### config.mk
export PLATFORM = sky130hd
export DESIGN_NAME = process_priority_queue_core
export DESIGN_NICKNAME = d
export VERILOG_FILES = /design/src/sv/ppq_pkg.sv /design/src/sv/process_priority_queue_core.sv /design/src/sv/ppq_ram.sv /design/src/sv/ppq_min_unit.sv
export VERILOG_INCLUDE_DIRS = /design/src /design/src/sv
export SDC_FILE = /design/constraint.sdc
export NUM_CORES = 1
export LEC_CHECK = 0
export ABC_AREA = 0
export ABC_CLOCK_PERIOD_IN_PS = 4240
export BUFFER_PORTS_ARGS = -buffer_cell sky130_fd_sc_hd__buf_2
export CAP_MARGIN = 20
export CORE_MARGIN = 8
export CORE_UTILIZATION = 35
export CTS_BUF_LIST = sky130_fd_sc_hd__clkbuf_2
export DETAILED_ROUTE_END_ITERATION = 16
export PLACE_DENSITY_LB_ADDON = 0.2
export SYNTH_ARGS = -nofsm -noshare
export SYNTH_HDL_FRONTEND = slang
export SYNTH_SLANG_ARGS = --single-unit
### constraint.sdc
create_clock -name clk -period 4.24 [get_ports clk]
set_input_delay 0.212 -clock clk [delete_from_list [all_inputs] [get_ports clk]]
set_output_delay 0.212 -clock clk [all_outputs]
set_load 0.05 [all_outputs]
### src/sv/process_priority_queue_core_defines.svh
// Assertion helpers shared by the queue RTL.
`ifndef PROCESS_PRIORITY_QUEUE_CORE_DEFINES_SVH
`define PROCESS_PRIORITY_QUEUE_CORE_DEFINES_SVH

// Same-cycle implication, checked only out of reset.
`define PPQ_ASSERT_IMPL(label, clk, rst_n, ante, cons, msg) \
  label: assert property (@(posedge clk) disable iff (!rst_n) (ante) |-> (cons)) \
    else $error(msg);

// Next-cycle implication, checked only out of reset.
`define PPQ_ASSERT_NEXT(label, clk, rst_n, ante, cons, msg) \
  label: assert property (@(posedge clk) disable iff (!rst_n) (ante) |=> (cons)) \
    else $error(msg);

`endif

### src/sv/ppq_pkg.sv
package ppq_pkg;

  localparam int QUEUE_DEPTH   = 16;
  localparam int HANDLE_BITS   = 16;
  localparam int PRIORITY_BITS = 8;

  // Slot index width and occupancy width (occupancy can equal the depth).
  localparam int IDX_W = $clog2(QUEUE_DEPTH);
  localparam int CNT_W = $clog2(QUEUE_DEPTH + 1);

  typedef enum logic {
    OP_ENQ = 1'b0,
    OP_DEQ = 1'b1
  } opcode_t;

  typedef enum logic [1:0] {
    ST_ENQUEUED = 2'd0,
    ST_FULL     = 2'd1,
    ST_DEQUEUED = 2'd2,
    ST_EMPTY    = 2'd3
  } status_t;

  typedef enum logic [1:0] {
    S_IDLE,
    S_SCAN,
    S_SHIFT
  } state_t;

  // One stored slot: handle in the upper bits, priority in the lower bits.
  typedef struct packed {
    logic [HANDLE_BITS-1:0]   handle;
    logic [PRIORITY_BITS-1:0] prio;
  } entry_t;

  localparam int ENTRY_W = $bits(entry_t);

  // Control from the sequencer to the minimum search unit.
  typedef struct packed {
    logic             vld;
    logic             first;
    logic [IDX_W-1:0] idx;
  } min_ctl_t;

endpackage

### src/sv/process_priority_queue_core.sv
// Bounded process queue with a priority mode and a FIFO mode.
// Requests enter on start/in_* and are taken at a clock edge where start is
// high and busy is low. Opcode enqueue appends a handle and its priority at
// the tail; opcode dequeue removes the lowest-priority entry nearest the head
// (cfg_fifo_mode low) or the head entry (cfg_fifo_mode high).
// Every request yields exactly one result, shown on out_* for one cycle with
// out_valid high. The receiver cannot stall; the result must be taken then.
// An enqueue, a full drop or an empty dequeue reports in the cycle after
// the request, and a new request is taken in that very cycle. A
// dequeue in priority mode reads every held slot once through the single
// read port of the slot memory to find the minimum, then reads and rewrites
// each later slot to close the gap. In FIFO mode the search reads only the
// head. busy stays high for the whole dequeue.
// cfg_fifo_mode is written with cfg_valid; cfg_ready is always high. The user
// must change the mode only while no request is in flight; it is unchecked.
// Synchronous active-low reset empties the queue and selects priority mode.
// Slot contents are not cleared; only slots below the occupancy are read.
`include "process_priority_queue_core_defines.svh"

module process_priority_queue_core
  import ppq_pkg::*;
(
  input  logic                     clk,
  input  logic                     rst_n,
  input  logic                     start,
  output logic                     busy,
  input  logic                     in_opcode,
  input  logic [HANDLE_BITS-1:0]   in_process_handle,
  input  logic [PRIORITY_BITS-1:0] in_process_priority,
  input  logic                     cfg_valid,
  output logic                     cfg_ready,
  input  logic                     cfg_fifo_mode,
  output logic                     out_valid,
  output logic [1:0]               out_status,
  output logic [HANDLE_BITS-1:0]   out_handle,
  output logic [PRIORITY_BITS-1:0] out_priority,
  output logic [CNT_W-1:0]         out_entry_count
);

  state_t state_r, state_nxt;
  logic [CNT_W-1:0] occ_r, occ_nxt;
  logic             fifo_mode_r;

  // Search and shift pointers count up to the depth, so they carry CNT_W bits.
  logic [CNT_W-1:0] scan_idx_r, scan_idx_nxt;
  logic [CNT_W-1:0] scan_n_r, scan_n_nxt;
  logic [CNT_W-1:0] sh_rd_r, sh_rd_nxt;

  // Read data from the slot memory is registered and arrives in the cycle after the address.
  logic             rd_vld_r, rd_vld_nxt;
  logic [IDX_W-1:0] rd_idx_r, rd_idx_nxt;

  logic                     out_valid_r, out_valid_nxt;
  status_t                  out_status_r, out_status_nxt;
  logic [HANDLE_BITS-1:0]   out_handle_r, out_handle_nxt;
  logic [PRIORITY_BITS-1:0] out_priority_r, out_priority_nxt;
  logic [CNT_W-1:0]         out_count_r, out_count_nxt;

  logic             ram_we, ram_re;
  logic [IDX_W-1:0] ram_waddr, ram_raddr;
  entry_t           ram_wdata, ram_rdata;

  min_ctl_t         min_ctl;
  entry_t           best;
  logic [IDX_W-1:0] best_idx;

  logic accept;

  assign accept    = start && !busy;
  assign busy      = (state_r != S_IDLE);
  assign cfg_ready = 1'b1;

  ppq_ram #(
    .DATA_W (ENTRY_W),
    .DEPTH  (QUEUE_DEPTH),
    .ADDR_W (IDX_W)
  ) u_ram (
    .clk   (clk),
    .we    (ram_we),
    .waddr (ram_waddr),
    .wdata (ram_wdata),
    .re    (ram_re),
    .raddr (ram_raddr),
    .rdata (ram_rdata)
  );

  // The compare unit only sees slot data during the minimum search.
  assign min_ctl.vld   = rd_vld_r && (state_r == S_SCAN);
  assign min_ctl.first = (rd_idx_r == '0);
  assign min_ctl.idx   = rd_idx_r;

  ppq_min_unit u_min (
    .clk      (clk),
    .ctl      (min_ctl),
    .data     (ram_rdata),
    .best     (best),
    .best_idx (best_idx)
  );

  always_ff @(posedge clk) begin
    if (!rst_n) begin
      fifo_mode_r <= 1'b0;
    end else if (cfg_valid && cfg_ready) begin
      fifo_mode_r <= cfg_fifo_mode;
    end
  end

  always_ff @(posedge clk) begin
    if (!rst_n) begin
      state_r     <= S_IDLE;
      occ_r       <= '0;
      rd_vld_r    <= 1'b0;
      out_valid_r <= 1'b0;
    end else begin
      state_r     <= state_nxt;
      occ_r       <= occ_nxt;
      rd_vld_r    <= rd_vld_nxt;
      out_valid_r <= out_valid_nxt;
    end
  end

  always_ff @(posedge clk) begin
    scan_idx_r     <= scan_idx_nxt;
    scan_n_r       <= scan_n_nxt;
    sh_rd_r        <= sh_rd_nxt;
    rd_idx_r       <= rd_idx_nxt;
    out_status_r   <= out_status_nxt;
    out_handle_r   <= out_handle_nxt;
    out_priority_r <= out_priority_nxt;
    out_count_r    <= out_count_nxt;
  end

  always_comb begin
    state_nxt        = state_r;
    occ_nxt          = occ_r;
    scan_idx_nxt     = scan_idx_r;
    scan_n_nxt       = scan_n_r;
    sh_rd_nxt        = sh_rd_r;
    rd_vld_nxt       = 1'b0;
    rd_idx_nxt       = rd_idx_r;
    out_valid_nxt    = 1'b0;
    out_status_nxt   = out_status_r;
    out_handle_nxt   = out_handle_r;
    out_priority_nxt = out_priority_r;
    out_count_nxt    = out_count_r;
    ram_we           = 1'b0;
    ram_waddr        = '0;
    ram_wdata        = ram_rdata;
    ram_re           = 1'b0;
    ram_raddr        = '0;

    unique case (state_r)
      S_IDLE: begin
        if (accept) begin
          if (opcode_t'(in_opcode) == OP_ENQ) begin
            // Enqueue finishes right here: write the tail slot unless full, and report.
            out_valid_nxt    = 1'b1;
            out_handle_nxt   = '0;
            out_priority_nxt = '0;
            if (occ_r < CNT_W'(QUEUE_DEPTH)) begin
              ram_we           = 1'b1;
              ram_waddr        = occ_r[IDX_W-1:0];
              ram_wdata.handle = in_process_handle;
              ram_wdata.prio   = in_process_priority;
              occ_nxt          = occ_r + CNT_W'(1);
              out_status_nxt   = ST_ENQUEUED;
              out_count_nxt    = occ_r + CNT_W'(1);
            end else begin
              out_status_nxt = ST_FULL;
              out_count_nxt  = occ_r;
            end
          end else if (occ_r == '0) begin
            out_valid_nxt    = 1'b1;
            out_status_nxt   = ST_EMPTY;
            out_handle_nxt   = '0;
            out_priority_nxt = '0;
            out_count_nxt    = '0;
          end else begin
            // FIFO mode searches only the head slot, which is then the pick.
            scan_n_nxt   = fifo_mode_r ? CNT_W'(1) : occ_r;
            scan_idx_nxt = '0;
            state_nxt    = S_SCAN;
          end
        end
      end

      S_SCAN: begin
        if (scan_idx_r < scan_n_r) begin
          ram_re       = 1'b1;
          ram_raddr    = scan_idx_r[IDX_W-1:0];
          rd_vld_nxt   = 1'b1;
          rd_idx_nxt   = scan_idx_r[IDX_W-1:0];
          scan_idx_nxt = scan_idx_r + CNT_W'(1);
        end else if (!rd_vld_r) begin
          // The last slot has been compared; close the gap behind the pick.
          sh_rd_nxt = CNT_W'(best_idx) + CNT_W'(1);
          state_nxt = S_SHIFT;
        end
      end

      S_SHIFT: begin
        // Slot i+1 read in the previous cycle is written back to slot i.
        if (rd_vld_r) begin
          ram_we    = 1'b1;
          ram_waddr = rd_idx_r - IDX_W'(1);
        end
        if (sh_rd_r < occ_r) begin
          ram_re     = 1'b1;
          ram_raddr  = sh_rd_r[IDX_W-1:0];
          rd_vld_nxt = 1'b1;
          rd_idx_nxt = sh_rd_r[IDX_W-1:0];
          sh_rd_nxt  = sh_rd_r + CNT_W'(1);
        end else if (!rd_vld_r) begin
          occ_nxt          = occ_r - CNT_W'(1);
          out_valid_nxt    = 1'b1;
          out_status_nxt   = ST_DEQUEUED;
          out_handle_nxt   = best.handle;
          out_priority_nxt = best.prio;
          out_count_nxt    = occ_r - CNT_W'(1);
          state_nxt        = S_IDLE;
        end
      end
    endcase
  end

  assign out_valid       = out_valid_r;
  assign out_status      = out_status_r;
  assign out_handle      = out_handle_r;
  assign out_priority    = out_priority_r;
  assign out_entry_count = out_count_r;

  `PPQ_ASSERT_IMPL(a_occ_bound, clk, rst_n, 1'b1, occ_r <= CNT_W'(QUEUE_DEPTH), "occupancy above depth")
  `PPQ_ASSERT_IMPL(a_no_result_busy, clk, rst_n, state_r != S_IDLE, !out_valid_r, "result while dequeue runs")
  `PPQ_ASSERT_IMPL(a_shift_write_range, clk, rst_n, ram_we && (state_r == S_SHIFT), CNT_W'(rd_idx_r) < occ_r, "shift writes past occupancy")
  `PPQ_ASSERT_NEXT(a_deq_count, clk, rst_n, out_valid_nxt && (state_r == S_SHIFT), occ_r == ($past(occ_r) - CNT_W'(1)), "dequeue did not drop occupancy by one")

endmodule

### src/sv/ppq_ram.sv
module ppq_ram #(
  parameter int DATA_W = 24,
  parameter int DEPTH  = 16,
  parameter int ADDR_W = $clog2(DEPTH)
) (
  input  logic              clk,
  input  logic              we,
  input  logic [ADDR_W-1:0] waddr,
  input  logic [DATA_W-1:0] wdata,
  input  logic              re,
  input  logic [ADDR_W-1:0] raddr,
  output logic [DATA_W-1:0] rdata
);

  logic [DATA_W-1:0] mem [DEPTH];
  logic [DATA_W-1:0] rdata_r;

  always_ff @(posedge clk) begin
    if (we) begin
      mem[waddr] <= wdata;
    end
  end

  always_ff @(posedge clk) begin
    if (re) begin
      rdata_r <= mem[raddr];
    end
  end

  assign rdata = rdata_r;

endmodule

### src/sv/ppq_min_unit.sv
module ppq_min_unit
  import ppq_pkg::*;
(
  input  logic             clk,
  input  min_ctl_t         ctl,
  input  entry_t           data,
  output entry_t           best,
  output logic [IDX_W-1:0] best_idx
);

  entry_t           best_r;
  logic [IDX_W-1:0] best_idx_r;
  logic             take;

  // A strict compare keeps the entry nearest the head on a tie.
  assign take = ctl.vld && (ctl.first || (data.prio < best_r.prio));

  always_ff @(posedge clk) begin
    if (take) begin
      best_r     <= data;
      best_idx_r <= ctl.idx;
    end
  end

  assign best     = best_r;
  assign best_idx = best_idx_r;

endmodule

==> run summary, run 1 <==
Final Critical Period - 3.893 ns
fraction of registers with async set/reset - 0
fmax - 0.2569 GHz
CP startpoint kind - flop
Critical path buffers and inverters - 2
CP max FO - 8
Worst path max stage delay - 0.72 ns
Post-synth EDFFs - 486
r2r endpoint - u_ram.rdata[17]$_DFFE_PP_
CTS resizes - 0
vias per inst - 5.446
status - complete, no violations
clock buffer depth - 3
#FFs+latches synth - 496
hold path start - start
largest net degree at the start of global routing - 97
Mapped Area - 20440 µm²
nets@finish - 1641
setup_tns - 0 ns
Worst-Margin Slew - 0.9764 ns
Die Y - 257.7 µm
Clock Sinks - 496
# rows - 88
maximum VDD drop - 407.5 µV
pre-CTS setup slack - 0.4928 ns
post-route ant nets - 0
DRC Markers - 0
Slew Limit Fails - 0
Area Growth Syn to Fin - 16.83%
Filler Cell Count - 5408
Buffers on Ports - 62
RSZ-0062 raised after global routing - false
power per cell area - 531.1 nW/µm²
Hold EP - out_handle[13]$_SDFFCE_PN0P_
post-synth net total - 1427
Clock transition at path regs - 0.10 ns
post-layout util - 0.4139
Distinct cells, synth - 57
initial antenna violation count - 3
Slowest cell on crit path - a311oi_1
worst reg2reg setup slack - 0.35 ns
Final Worst Setup Slack - 0.3469 ns
layout cells sized above 1 - 0.2366
number of DRC markers in iteration 0 - 958
DR pass1 iterations - 5
Crit. End Element - flop
die footprint - 66390 µm²
CP Data Required Time - 5.20 ns
top cell type's share of synthesized area - 0.7140
CTS tree - built
worst hold path class - in -> reg
Routed WL - 58.47 mm
clk_skew - 0.07220 ns
routed len/inst - 23.90 µm
Worst-Skew Late Latency - 1.26 ns
first-pass GRT wire length - 86.44 mm
Via Count - 13322
htree depth - 4
Worst setup startpoint - occ_r[4]$_SDFFE_PN0P_
R2R depth - 9
Core Footprint - 57700 µm²
Synthesis Warnings - 0
placed cells - 2157
post-synthesis sequential area ratio - 0.7238
DP Area - 22030 µm²
Crit path max-delay family - compound AO/OA/AOI/OAI gates
critical path class - reg -> reg
Worst Hold Depth - 4
post-detail-place hpwl - 32.20 mm
Root Driver - clkbuf_2
Yosys top cell by area - edfxtp_1
Critical Path, Cell by Cell - inv_1 -> ha_1 -> a21o_1 -> a311oi_1 -> a31oi_1 -> nand2_1 -> buf_4 -> o221ai_1 -> a22o_1
Slew HR - 0.3491
Avg Cell Area, Syn - 14.90 µm²
gr ovfl total - 0
GP Congestion - 0.7833
vias in the first global route - 13466
ys flop type - edfxtp_1
Inserted Clock Buffers - 133
most common cell after layout, fill and taps aside - edfxtp_1
Initial Utilization - 0.3543
cell count after synthesis - 1372
Lkg Pwr - 8.136 nW
most frequent cells in the layout - edfxtp_1 (486), clkbuf_2 (202), nand2_1 (125)
final hold slack - 0.2181 ns
Fin. Hold Viols - 0
total track usage - 0.1734
Worst Path Arrival - 4.86 ns
total power - 12.68 mW
final worst-path cycle share - 0.9182
Top-Level Pins - 64
top cells by area, synth - edfxtp_1 (71%), a211o_1 (4.2%), o21ai_0 (2.8%), nand2_1 (2.3%), a32oi_1 (2.1%)
Worst R2R Start - occ_r[4]$_SDFFE_PN0P_
max cap viols - 0
Chip Width - 257.7 µm
Final setup viols - 0
final cell count without fillers - 2446
final instance area - 23880 µm²
report_power, final:
| part | switching (mW) | internal (mW) |
|---|---|---|
| Clock | 1.98 | 1.56 |
| Combinational | 2.18 | 0.782 |
| Sequential | 0.171 | 6.00 |
| Total | 4.34 | 8.35 |
routing by layer:
| metal | track usage | share of wire |
|---|---|---|
| met4 | 0.05733 | 0.019 |
| met3 | 0.04954 | 0.067 |
| met5 | 0 | 0 |
| met1 | 0.2339 | 0.45 |
| met2 | 0.2678 | 0.46 |
area by class of cell:
cell class | count | area [µm²] | share of cell area
diodes | 3 | 7.507 | 0.0003144
clock buffers | 202 | 1011 | 0.04234
well taps | 765 | 957.2 | 0.04008
repair buffers | 175 | 1456 | 0.06099
clock inverters | 25 | 244.0 | 0.01022
inverters | 30 | 113.9 | 0.004768
flip-flops and latches | 496 | 14790 | 0.6195
multi-input cells | 750 | 5295 | 0.2217
repair_timing:
item                                   CTS  global route
hold buffers                            59             0
endpoints found under the hold margin  531             0
buffers inserted                         0             0
worst min-delay path: cells and delay by family:
kind / cells / cell delay, ns
buffers and inverters: 2 / 0.69
AND/OR/NAND/NOR: 1 / 0.13
AO/OA/AOI/OAI: 1 / 0.22
sequential cells by signal, summed over array words and instances, names as in the netlist, 8 cells and up:
name / cells
u_ram.rdata: 24
out_handle: 16
u_ram.mem: 384
u_min.best: 24
out_priority: 8
logic make-up after synthesis:
| kind of cell | count (synthesis) | share of synthesized area |
|---|---|---|
| AOI/OAI and AO/OA | 389 | 0.1432 |
| xor gates and xnor gates | 9 | 0.003857 |
| adders and majority gates | 25 | 0.01530 |
| buffers and inverters | 126 | 0.02718 |
| DFF | 496 | 0.7238 |
| muxes | 52 | 0.02693 |
| other | 1 | 0.0001835 |
| and+or+nand+nor | 274 | 0.05956 |
cell usage after synthesis, drive strengths merged (6+ instances only):
master / number
nor2: 46
a22o: 23
o32ai: 25
clkbuf: 68
o21ai: 117
a21o: 10
a211o: 98
nand3: 7
xnor2: 7
edfxtp: 486
nor2b: 6
a21oi: 14
inv: 29
dfxtp: 10
mux2i: 28
ha: 25
mux2: 24
buf: 28
and2: 29
a32oi: 49
o221ai: 24
nand2b: 6
nor3: 50
nand2: 126
how the worst max path moves through the flow:
stage	depth (start not counted)	end	slack [ns]
2_1_floorplan	7	u_min.best[0]$_DFFE_PP_	0.87
3_3_place_gp	9	u_ram.rdata[17]$_DFFE_PP_	0.51
3_5_place_dp	10	u_ram.rdata[17]$_DFFE_PP_	0.49
4_1_cts	10	u_ram.rdata[17]$_DFFE_PP_	0.41
5_1_grt	10	u_ram.rdata[17]$_DFFE_PP_	0.24
6_report	9	u_ram.rdata[17]$_DFFE_PP_	0.35
No activity file was read; power rests on OpenSTA's default activity.
==> run 2, diff against run 1 <==
- CORE_MARGIN: 8 -> 2
- PLACE_DENSITY_LB_ADDON: 0.2 -> 0.15
==> run 2 against run 1 <==
  * Via count decreased by 0.36%
  * Sequential power about the same
  * Clock power decreased by 2%
  * Critical path depth increased by 1
  * Setup slack improved by 0.062 ns
  * Sequential share of layout area increased by 0.085 points
  * Combinational power about the same
  * Maximum frequency increased by 1.6%
  * Largest power group unchanged
==> run summary, run 2 (same netlist as run 1, synthesis figures left out) <==
status - complete, no violations (unchanged)
Top-Level Pins - 64 (unchanged)
Critical Path, Cell by Cell - inv_1 -> ha_1 -> nand2_1 -> o21ai_1 -> a31oi_2 -> a31oi_2 -> nand2b_1 -> buf_4 -> o221ai_1 -> a22o_1 (was inv_1 -> ha_1 -> a21o_1 -> a311oi_1 -> a31oi_1 -> nand2_1 -> buf_4 -> o221ai_1 -> a22o_1)
Fin. Hold Viols - 0 (unchanged)
Final Critical Period - 3.831 ns (was 3.893 ns)
Slew HR - 0.2547 (was 0.3491)
critical path class - reg -> reg (unchanged)
Slowest cell on crit path - nand2b_1 (was a311oi_1)
internal power - 8.269 mW (was 8.346 mW)
routed len/inst - 24.66 µm (was 23.90 µm)
clock buffer depth - 3 (unchanged)
CTS tree - built (unchanged)
Area Growth Syn to Fin - 16.67% (was 16.83%)
Worst-Margin Slew - 1.118 ns (was 0.9764 ns)
max cap viols - 0 (unchanged)
Worst R2R Start - occ_r[2]$_SDFFE_PN0P_ (was occ_r[4]$_SDFFE_PN0P_)
Buffers on Ports - 62 (unchanged)
Core Footprint - 57700 µm² (unchanged)
Worst path max stage delay - 0.67 ns (was 0.72 ns)
post-detail-place hpwl - 34.28 mm (was 32.20 mm)
Chip Width - 245.7 µm (was 257.7 µm)
first-pass GRT wire length - 87.86 mm (was 86.44 mm)
power per cell area - 527.8 nW/µm² (was 531.1 nW/µm²)
vias in the first global route - 13163 (was 13466)
max reg flops - 384 (unchanged)
Via Count - 13274 (was 13322)
most frequent cells in the layout - edfxtp_1 (486), clkbuf_2 (203), nand2_1 (125) (was edfxtp_1 (486), clkbuf_2 (202), nand2_1 (125))
layout cells sized above 1 - 0.2365 (was 0.2366)
Clock transition at path regs - 0.11 ns (was 0.10 ns)
Critical Path Stages - 10 (was 9)
Crit path max-delay family - compound AO/OA/AOI/OAI gates (unchanged)
CP Data Required Time - 5.22 ns (was 5.20 ns)
Final setup viols - 0 (unchanged)
DR pass1 iterations - 5 (unchanged)
final worst-path cycle share - 0.9036 (was 0.9182)
Sw Share - 0.3429 (was 0.3420)
most common cell after layout, fill and taps aside - edfxtp_1 (unchanged)
largest net degree at the start of global routing - 71 (was 97)
clk_skew - 0.1414 ns (was 0.07220 ns)
final hold slack - 0.2218 ns (was 0.2181 ns)
number of DRC markers in iteration 0 - 1207 (was 958)
maximum VDD drop - 422.0 µV (was 407.5 µV)
Critical path buffers and inverters - 2 (unchanged)
Routed WL - 60.31 mm (was 58.47 mm)
total track usage - 0.2019 (was 0.1734)
Psw - 4.316 mW (was 4.338 mW)
Initial Utilization - 0.3543 (unchanged)
Die Y - 245.7 µm (was 257.7 µm)
Most flops, register - u_ram.mem (unchanged)
power share of the sequential group - 0.490 (was 0.487)
RSZ-0062 raised after global routing - false (unchanged)
gr ovfl total - 0 (unchanged)
Root Driver - clkbuf_2 (unchanged)
hold path start - cfg_valid (was start)
die footprint - 60350 µm² (was 66390 µm²)
nets@finish - 1647 (was 1641)
most used cell, CP - a31oi_2
vias per inst - 5.427 (was 5.446)
clock network power share - 0.277 (was 0.280)
CTS resizes - 0 (unchanged)
pre-CTS setup slack - 0.6105 ns (was 0.4928 ns)
post-layout util - 0.4133 (was 0.4139)
worst hold path class - in -> reg (unchanged)
Worst Hold Depth - 5 (was 4)
GP Congestion - 0.8134 (was 0.7833)
fmax - 0.2610 GHz (was 0.2569 GHz)
initial antenna violation count - 2 (was 3)
logic gate share of total power - 0.233 (was 0.234)
Worst setup startpoint - occ_r[2]$_SDFFE_PN0P_ (was occ_r[4]$_SDFFE_PN0P_)
# rows - 88 (unchanged)
Worst-Skew Late Latency - 1.34 ns (was 1.26 ns)
Lkg Pwr - 8.143 nW (was 8.136 nW)
htree depth - 4 (unchanged)
Final Worst Setup Slack - 0.4089 ns (was 0.3469 ns)
DRC Markers - 0 (unchanged)
CP max FO - 9 (was 8)
Slew Limit Fails - 0 (unchanged)
Crit. End Element - flop (unchanged)
setup_tns - 0 ns (unchanged)
CP startpoint kind - flop (unchanged)
Inserted Clock Buffers - 135 (was 133)
R2R depth - 10 (was 9)
Worst Path Arrival - 4.81 ns (was 4.86 ns)
post-route ant nets - 0 (unchanged)
Clock Sinks - 496 (unchanged)
==> run 2: cell count changes in the layout (fill, tap and decap cells not counted), moves of 2 or more <==
cell and change:
nor2_4 +2, nor2_2 -2, buf_4 +6, buf_12 -2, clkinvlp_4 -2, clkinv_4 -2
==> run 2: per-layer routing <==
metal,wire length (µm),global-route usage
met5,0,0
met4,1659,0.08164
met3,3862,0.04704
met2,27550,0.3073
met1,27240,0.2785
==> run 2: power groups by stage <==
stage          clock (mW)  sequential [mW]  combinational, mW
3_3_place_gp            0             6.27               2.88
2_1_floorplan           0             6.77               1.42
5_1_grt              3.84             6.20               3.14
3_5_place_dp            0             6.28               2.90
6_report             3.48             6.17               2.94
4_1_cts              3.60             6.17               2.96
==> run 2: per-stage QoR <==
step,cell area [µm²],instances,power (mW)
floorplan,20440,1372,8.188
global placement,22050,2161,9.150
detailed placement,22050,2161,9.184
CTS,23840,2444,12.73
global route,23840,2445,13.18
finish,23850,2446,12.59
==> run 2: final timing paths <==
check / to / slack, ns
setup / recovery: u_ram.rdata[10]$_DFFE_PP_ / 0.41
hold reg to reg: u_min.best[23]$_DFFE_PP_ / 0.45
setup reg to reg: u_ram.rdata[10]$_DFFE_PP_ / 0.41
hold / removal: fifo_mode_r$_SDFFE_PN0P_ / 0.22
==> run 2: what timing repair did <==
item	4_1_cts	5_1_grt
hold buffers	59	0
endpoints found under the hold margin	554	0
setup buffers	0	0
==> run 2: cell type report <==
cell class                 instances  area [µm²]
antenna                            2       5.005
clock buffer                     203        1016
clock inverter                    21       185.2
fill                            5428       33850
inverter                          30       113.9
multi-input combinational        750        5314
sequential                       496       14790
tap                              765       957.2
timing repair buffer             179        1461
==> run 2: tightest hold or removal path, cell delays in order <==
cell	delay, ns
buf_2	0.09
mux2i_1	0.06
dlygate4sd3_1	0.55
nor2_1	0.08
dlygate4sd3_1	0.54
==> run 3, diff against run 2 <==
- ABC_CLOCK_PERIOD_IN_PS: 4240 -> 3270
- clock period: 4.24 -> 3.27 ns (I/O delays scaled with it)
==> run 3 against run 2 <==
  * Final area rose by 0.13%
  * Cell count fell by 0.25%
  * Clock skew fell by 0.059 ns
  * Clock power rose by 14%
  * Clock-buffer cell count fell by 26
  * Die area did not move
  * Non-clock buffer count rose by 4
  * Combinational power rose by 38%
  * Sequential share of layout area fell by 0.078 points
  * Via count rose by 0.54%
  * Sequential power rose by 29%
  * Global-route usage rose by 0.35 points
  * Critical path type unchanged
==> run summary, run 3 (same netlist as run 1, synthesis figures left out) <==
Lkg Pwr - 8.120 nW (was 8.143 nW)
htree depth - 3 (was 4)
nets@finish - 1635 (was 1647)
first-pass GRT wire length - 90.31 mm (was 87.86 mm)
Critical Path, Cell by Cell - inv_1 -> ha_1 -> nand2_1 -> o21ai_1 -> a311o_2 -> buf_12 -> nand2_2 -> buf_12 -> o21ai_0 -> a32oi_1 -> a22o_1 (was inv_1 -> ha_1 -> nand2_1 -> o21ai_1 -> a31oi_2 -> a31oi_2 -> nand2b_1 -> buf_4 -> o221ai_1 -> a22o_1)
GP Congestion - 0.7711 (was 0.8134)
CP startpoint kind - flop (unchanged)
Worst path max stage delay - 0.39 ns (was 0.67 ns)
Top-Level Pins - 64 (unchanged)
fmax - 0.3160 GHz (was 0.2610 GHz)
initial antenna violation count - 2 (unchanged)
R2R depth - 11 (was 10)
Worst Path Arrival - 4.04 ns (was 4.81 ns)
worst reg2reg setup slack - 0.11 ns (was 0.41 ns)
DR pass1 iterations - 5 (unchanged)
Fin. Hold Viols - 0 (unchanged)
CTS resizes - 0 (unchanged)
largest net degree at the start of global routing - 62 (was 71)
most common cell after layout, fill and taps aside - edfxtp_1 (unchanged)
Hold EP - u_ram.mem[7][14]$_DFFE_PP_ (was fifo_mode_r$_SDFFE_PN0P_)
Core Footprint - 57700 µm² (unchanged)
setup_tns - 0 ns (unchanged)
Slowest cell on crit path - o21ai_0 (was nand2b_1)
Root Driver - clkbuf_2 (unchanged)
post-detail-place hpwl - 35.20 mm (was 34.28 mm)
critical path class - reg -> reg (unchanged)
die footprint - 60350 µm² (unchanged)
Slew Limit Fails - 0 (unchanged)
Initial Utilization - 0.3543 (unchanged)
vias in the first global route - 13073 (was 13163)
CP max FO - 49 (was 9)
total power - 15.99 mW (was 12.59 mW)
Post-CTS Repair Setup Buffers - 0 (unchanged)
power per cell area - 669.8 nW/µm² (was 527.8 nW/µm²)
final worst-path cycle share - 0.9679 (was 0.9036)
Register Area - 14790 µm² (unchanged)
RSZ-0062 raised after global routing - false (unchanged)
# rows - 88 (unchanged)
Chip Width - 245.7 µm (unchanged)
maximum VDD drop - 586.2 µV (was 422.0 µV)
max reg flops - 384 (unchanged)
CTS tree - built (unchanged)
worst hold path class - in -> reg (unchanged)
Final Critical Period - 3.165 ns (was 3.831 ns)
Worst Hold Depth - 3 (was 5)
status - complete, no violations (unchanged)
number of DRC markers in iteration 0 - 1232 (was 1207)
total track usage - 0.2054 (was 0.2019)
clk_skew - 0.08203 ns (was 0.1414 ns)
r2r endpoint - u_ram.rdata[8]$_DFFE_PP_ (was u_ram.rdata[10]$_DFFE_PP_)
DRC Markers - 0 (unchanged)
Final setup viols - 0 (unchanged)
Clock Sinks - 496 (unchanged)
Worst-Margin Slew - 1.005 ns (was 1.118 ns)
layout cells sized above 1 - 0.2355 (was 0.2365)
Buffers on Ports - 62 (unchanged)
Worst R2R Start - occ_r[2]$_SDFFE_PN0P_ (unchanged)
most frequent cells in the layout - edfxtp_1 (486), clkbuf_2 (177), nand2_1 (125) (was edfxtp_1 (486), clkbuf_2 (203), nand2_1 (125))
Inserted Clock Buffers - 119 (was 135)
Most flops, register - u_ram.mem (unchanged)
Via Count - 13346 (was 13274)
Area Growth Syn to Fin - 16.82% (was 16.67%)
DP Area - 22450 µm² (was 22050 µm²)
Die Y - 245.7 µm (unchanged)
Clock transition at path regs - 0.11 ns (about the same)
most used cell, CP - buf_12 (was a31oi_2)
area of the multi-input gates - 5314 µm² (unchanged)
vias per inst - 5.470 (was 5.427)
Filler Cell Count - 5368 (was 5428)
Worst-Skew Late Latency - 1.17 ns (was 1.34 ns)
Slew HR - 0.3297 (was 0.2547)
routed len/inst - 25.42 µm (was 24.66 µm)
clock buffer depth - 3 (unchanged)
Routed WL - 62.02 mm (was 60.31 mm)
Worst setup startpoint - occ_r[2]$_SDFFE_PN0P_ (unchanged)
CP Data Required Time - 4.14 ns (was 5.22 ns)
gr ovfl total - 0 (unchanged)
post-route ant nets - 0 (unchanged)
Crit. End Element - flop (unchanged)
max cap viols - 0 (unchanged)
hold path start - in_process_handle[6] (was cfg_valid)
final instance area - 23880 µm² (was 23850 µm²)
==> run 3: changes by cell type in the layout (fill, tap and decap cells not counted) <==
cell / delta
inv_2: -3
clkbuf_2: -26
clkinv_1: +20
buf_12: +16
inv_6: +1
buf_4: +11
clkinv_2: +1
dlygate4sd3_1: -23
bufinv_16: -3
==> run 3: final cells by class <==
cell class,instances,area share
Inverter,30,0.004769
Sequential cell,496,0.6196
Tap cell,765,0.04009
Clock inverter,37,0.007232
Timing Repair Buffer,183,0.06844
Antenna cell,2,0.0002096
Clock buffer,177,0.03710
Multi-Input combinational cell,750,0.2226
==> run 3: critical path: cells and delay by family (launching register included) <==
family          cells  cell delay [ns]
compound gates      5             1.35
buf+inv             3             0.59
fa+ha+maj           1             0.29
simple gates        2             0.20
flops               1             0.37
==> run 3: report_power, final <==
part / switching [mW] / leakage [nW] / internal, mW / total (mW)
clock: 2.46 / 0.821 / 1.53 / 3.98
sequential: 0.174 / 4.50 / 7.78 / 7.96
combinational: 2.95 / 2.80 / 1.10 / 4.05
==> run 3: metal layers <==
metal	part of all wire	vias to the layer above	GRT usage
met5	0	-	0
met4	0.022	0	0.07112
met3	0.060	89	0.03372
met2	0.47	488	0.3232
met1	0.45	6847	0.2884
li1	-	5922	-
==> run 3: repair_timing <==
| action | 4_1_cts | 5_1_grt |
|---|---|---|
| endpoints found under the setup margin | 0 | 0 |
| hold buffers | 36 | 0 |
| hold endpoints to repair | 487 | 0 |
==> run 3: worst max path at each step <==
stage | cells after the start | endpoint | slack, ns
final | 11 | u_ram.rdata[8]$_DFFE_PP_ | 0.11
after global routing | 10 | u_ram.rdata[20]$_DFFE_PP_ | 0.0007
after CTS | 10 | u_ram.rdata[9]$_DFFE_PP_ | 0.15
after detailed placement | 9 | u_ram.rdata[9]$_DFFE_PP_ | 0.11
after global placement | 10 | u_ram.rdata[6]$_DFFE_PP_ | 0.15
after floorplan | 8 | u_ram.mem[15][0]$_DFFE_PP_ | 0.08
==> run 3: metrics by stage <==
stage                     worst slack (ns)    util  instances  hold slack, ns
after floorplan                    0.07511       -       1372          0.2852
after global placement              0.1470  0.3892       2188          0.4028
after detailed placement            0.1115  0.3892       2188          0.4365
after CTS                           0.1452  0.4138       2438       0.0002557
after global routing             0.0006897  0.4138       2440          0.1173
final                               0.1051  0.4138       2440          0.1498
